--- config.mk ---
export PLATFORM = sky130hd
export DESIGN_NAME = lsq_dp_cell
export DESIGN_NICKNAME = d
export VERILOG_FILES = /design/src/lsq_pkg.sv /design/src/lsq_dp_cell.sv
export SDC_FILE = /design/constraint.sdc
export NUM_CORES = 1
export LEC_CHECK = 0
export BUFFER_PORTS_ARGS = -buffer_cell sky130_fd_sc_hd__buf_2
export CORE_MARGIN = 1
export CORE_UTILIZATION = 49
export DETAILED_ROUTE_END_ITERATION = 12
export PLACE_DENSITY = 0.86
export SETUP_SLACK_MARGIN = 0.15
export SYNTH_ARGS = -nofsm -noshare
export SYNTH_HDL_FRONTEND = slang
export SYNTH_SLANG_ARGS = --single-unit
--- constraint.sdc ---
create_clock -name vclk -period 6.9
set_clock_uncertainty 0.2 [all_clocks]
set_input_delay 1.38 -clock vclk [all_inputs]
set_output_delay 1.38 -clock vclk [all_outputs]
set_load 0.01 [all_outputs]
--- src/lsq_pkg.sv ---
`timescale 1ns / 1ps
`default_nettype none

package lsq_pkg;

    localparam int SIZE_W          = 11;
    localparam int MAX_COLUMNS_DEF = 1024;

    typedef logic [SIZE_W-1:0] t_size;

    localparam t_size SIZE_LIMIT      = t_size'(2047);
    localparam t_size ROW_LEN_RESET   = t_size'(1024);

    // smallest of three square sizes
    function automatic t_size min3(input t_size a, input t_size b, input t_size c);
        t_size m;
        m = (a < b) ? a : b;
        return (m < c) ? m : c;
    endfunction

endpackage

`default_nettype wire

--- src/lsq_dp_cell.sv ---
`timescale 1ns / 1ps
`default_nettype none

module lsq_dp_cell
    import lsq_pkg::*;
(
    input  wire logic  i_bit,
    input  wire t_size i_up,
    input  wire t_size i_left,
    input  wire t_size i_upleft,
    output      t_size o_size
);

    t_size smallest;

    always_comb begin
        smallest = min3(i_up, i_left, i_upleft);
        if (!i_bit) begin
            o_size = '0;
        end else if (smallest == SIZE_LIMIT) begin
            o_size = SIZE_LIMIT;
        end else begin
            o_size = smallest + t_size'(1);
        end
    end

endmodule

`default_nettype wire

==> flow_metrics.tcl, run 1 <==
set metrics [dict create \
    cts_resized 46 \
    gp_congestion 0.9511 \
    synth_area_per_cell_sq_um 6.651 \
    ys_types 46 \
    row_count 18 \
    yosysWarnings 0 \
    synthCells 206 \
    failed_stage "4_1_cts" \
    dp_hpwl_mm 4.193 \
    ys_seq_area_frac 0 \
    post-cts-setup-buffer-count 13 \
    synth_area_sq_um 1370 \
    die_y_um 54.88 \
    die_width_um 54.88 \
    cts_hold_buffers 0 \
    io_buffers 45 \
    io_pins 45 \
    syn_nets 261 \
    place_ws_ns -0.8438 \
    start_util 0.5336 \
    status "did not finish" \
    stop_error "[ERROR DPL-0033] detailed placement checks failed during check placement." \
]
[logic make-up after synthesis]
logic type,count (synthesis),share of synthesized area
adder cells (fa/ha/maj),21,0.1918
AO/OA/AOI/OAI,61,0.3069
buffers and inverters,33,0.1059
XOR/XNOR,10,0.06393
AND/OR/NAND/NOR,73,0.2649
multiplexers,8,0.06667
[cells in the mapped netlist (all sizes together)]
cell type  count  area (sq um)
a211oi         6         50.05
a21o           2         15.01
a21oi         18         90.09
a221o          2         20.02
a221oi         4         47.55
a31oi          4         31.28
and2           1         6.260
and3           3         18.77
and4           1         8.760
buf            5         40.04
clkinv         2         7.510
ha            21         262.8
inv           26         97.59
mux2           3         41.29
mux2i          5         50.05
nand2         22         82.58
nand3         11         55.05
nand3b         1         7.510
nand4          9         56.30
nor2          13         48.80
nor2b          3         18.77
nor3           4         20.02
nor4           2         18.77
o2111ai        1         8.760
o211ai         2         20.02
o21a           2         16.27
o21ai         16         87.59
o221ai         1         8.760
o31ai          1         7.510
o41ai          2         17.52
or2            1         6.260
or3            1         6.260
or3b           1         8.760
xnor2          8         70.07
xor2           2         17.52
[stage by stage]
| step | instances | cell area, sq um | util |
|---|---|---|---|
| detailed placement | 333 | 2206 | 0.8592 |
| floorplan | 206 | 1568 | - |
| global placement | 333 | 2206 | 0.8592 |
==> run 2, diff against run 1 <==
--- a/config.mk
+++ b/config.mk
@@ -6,11 +6,10 @@
 export NUM_CORES = 1
 export LEC_CHECK = 0
 export BUFFER_PORTS_ARGS = -buffer_cell sky130_fd_sc_hd__buf_2
-export CORE_MARGIN = 1
-export CORE_UTILIZATION = 49
+export CORE_AREA = 2 2 63 65
 export DETAILED_ROUTE_END_ITERATION = 12
-export PLACE_DENSITY = 0.86
-export SETUP_SLACK_MARGIN = 0.15
+export DIE_AREA = 0 0 65 67
+export PLACE_DENSITY_LB_ADDON = 0.15
 export SYNTH_ARGS = -nofsm -noshare
 export SYNTH_HDL_FRONTEND = slang
 export SYNTH_SLANG_ARGS = --single-unit
==> constraint.sdc (replaced) <==
create_clock -name vclk -period 8.95
set_clock_uncertainty 0.2 [all_clocks]
set_input_delay 1.79 -clock vclk [all_inputs]
set_output_delay 1.79 -clock vclk [all_outputs]
set_load 0.01 [all_outputs]
==> flow_metrics.tcl, run 2 <==
set metrics [dict create \
    status "completed" \
    viasPerCell 5.375 \
    diodes 0 \
    drt_iter0_drc 85 \
    layout_common_cells "buf_2, inv_1, nand2_1, ha_1, a21oi_1" \
    route.vias.total 1661 \
    place_ws_ns 0.2750 \
    nClkBuffers 0 \
    placed_area_sq_um 1683 \
    fmax_mhz 118.0 \
    setup_viol 0 \
    row_count 22 \
    crit_family "compound AO/OA/AOI/OAI gates" \
    gp_congestion 0.8145 \
    holdPathStages 3 \
    path_cells "buf_2 > ha_1 > a21oi_1 > nand2_1 > a211oi_4 > o21a_4 > mux2_2 > ha_1 > nand4_1 > clkinv_1 > a221oi_4 > nand3b_1 > o211ai_2 > nor2_1 > a21oi_2 > ha_2 > buf_4 > buf_4 > nand4_1 > nor2_1 > a31oi_2 > a221o_1 > a21oi_1 > buf_2" \
    tns_ns 0 \
    worst_setup_path_start_kind "input pin" \
    synth.area.top_cells "ha_1, inv_1, a21oi_1" \
    hold_slack_ns 3.695 \
    final_nets 318 \
    cpMaxStageDelayCell "a221o_1" \
    dieArea_sq_um 4355 \
    wl_per_cell_um 13.25 \
    fill_cells 395 \
    grt.overflow.total 0 \
    p_leak_nw 0.8847 \
    critical_path_peak_fanout 8 \
    start_util 0.3799 \
    die_y_um 67 \
    yosysWarnings 0 \
    dp_hpwl_mm 3.475 \
    rsz0062_at_grt "false" \
    die_width_um 65 \
    final-seq-area_sq_um 0 \
    worstPathRequired_ns 6.96 \
    synth_area_per_cell_sq_um 6.651 \
    grt_antenna_before_repair 0 \
    drc_errors 0 \
    path_class "input pin to output pin" \
    seq_cell_count 0 \
    synthCells 206 \
    worst_ep_arrival_time_ns 6.49 \
    io_buffers 45 \
    power_density_nw_per_um2 82.92 \
    ys_seq_area_frac 0 \
    worst_slack_ns 0.4739 \
    drt_pass1_iterations 4 \
    areaGrowthSynthToFinish_pct 29.13 \
    ys_types 46 \
    cap_violations 0 \
    cts_hold_buffers 0 \
    cp-end-kind "output pin" \
    grt_pass1_vias 1575 \
    antenna_left 0 \
    hold_class "input pin to output pin" \
    io_pins 45 \
    final_cell_area_sq_um 1769 \
    synth_area_sq_um 1370 \
    grt_first_pass_wirelength_mm 7.031 \
    peakVddDrop_v 0.00002426 \
    grt_max_degree 19 \
    relSlewSlack 0.7127 \
    crit_cells 24 \
    yosysMostFrequentCell "inv_1" \
    min_period_ns 8.476 \
    synth_common_cells "inv_1, nand2_1, ha_1" \
    critical_path_buf_inv_count 5 \
    fp.coreArea_sq_um 3606 \
    wl_mm 4.094 \
    hold_viol 0 \
    syn_nets 261 \
    final_common_cell "buf_2" \
    crit_path_max_incr_delay_ns 0.38 \
    fin_crit_sh 0.9470 \
    layout-drive-gt1-share 0.2912 \
    slew_viol_final 0 \
    grtUsageTotal 0.1978 \
    synth_top_area_share 0.1918 \
    worst_pin_slew_ns 0.4277 \
    synth_top_area_cell "ha_1" \
]
run 2: cell counts after synthesis:
No cell type changed its count.
run 2: final timing paths:
kind / startpoint / endpoint / slack, ns
worst min-delay path: i_bit / o_size[8] / 3.70
worst max-delay path: i_up[9] / o_size[2] / 0.47
run 2: cell type report:
| type | count | area, sq um | share of cell area |
|---|---|---|---|
| tap | 48 | 60.06 | 0.03395 |
| multi-input combinational | 174 | 1274 | 0.7199 |
| timing repair buffer | 59 | 330.3 | 0.1867 |
| inverter | 28 | 105.1 | 0.05941 |
run 2: cell families after synthesis:
logic type	synth area share
adder cells (fa/ha/maj)	0.1918
buffers and inverters	0.1059
AND/OR/NAND/NOR	0.2649
AO/OA/AOI/OAI	0.3069
XOR/XNOR	0.06393
multiplexers	0.06667
run 2: metal layers:
metal | vias up | track usage | wire [um] | share of wire
met5 | - | 0 | 0 | 0
li1 | 872 | - | - | -
met4 | 0 | 0.002660 | 0 | 0
met2 | 42 | 0.3557 | 1906 | 0.47
met1 | 747 | 0.2780 | 2050 | 0.50
met3 | 0 | 0.003378 | 137 | 0.033
run 2: power breakdown:
part / internal [mW] / leakage (nW) / switching (mW)
combinational: 0.0667 / 0.885 / 0.0800
sequential: 0 / 0 / 0
clock: 0 / 0 / 0
run 2: timing repair:
item | in CTS | in global routing
resized for setup | 0 | 9
setup buffers | 0 | 5
setup endpoints to repair | 0 | 10
run 2: metrics by stage:
step / power, mW / std cells / utilization
final: 0.1467 / 309 / 0.4906
after global routing: 0.1642 / 309 / 0.4906
after CTS: 0.1341 / 303 / 0.4667
after detailed placement: 0.1333 / 303 / 0.4667
after global placement: 0.1340 / 303 / 0.4667
after floorplan: 0.08791 / 206 / -
No activity file was read; power rests on OpenSTA's default activity.
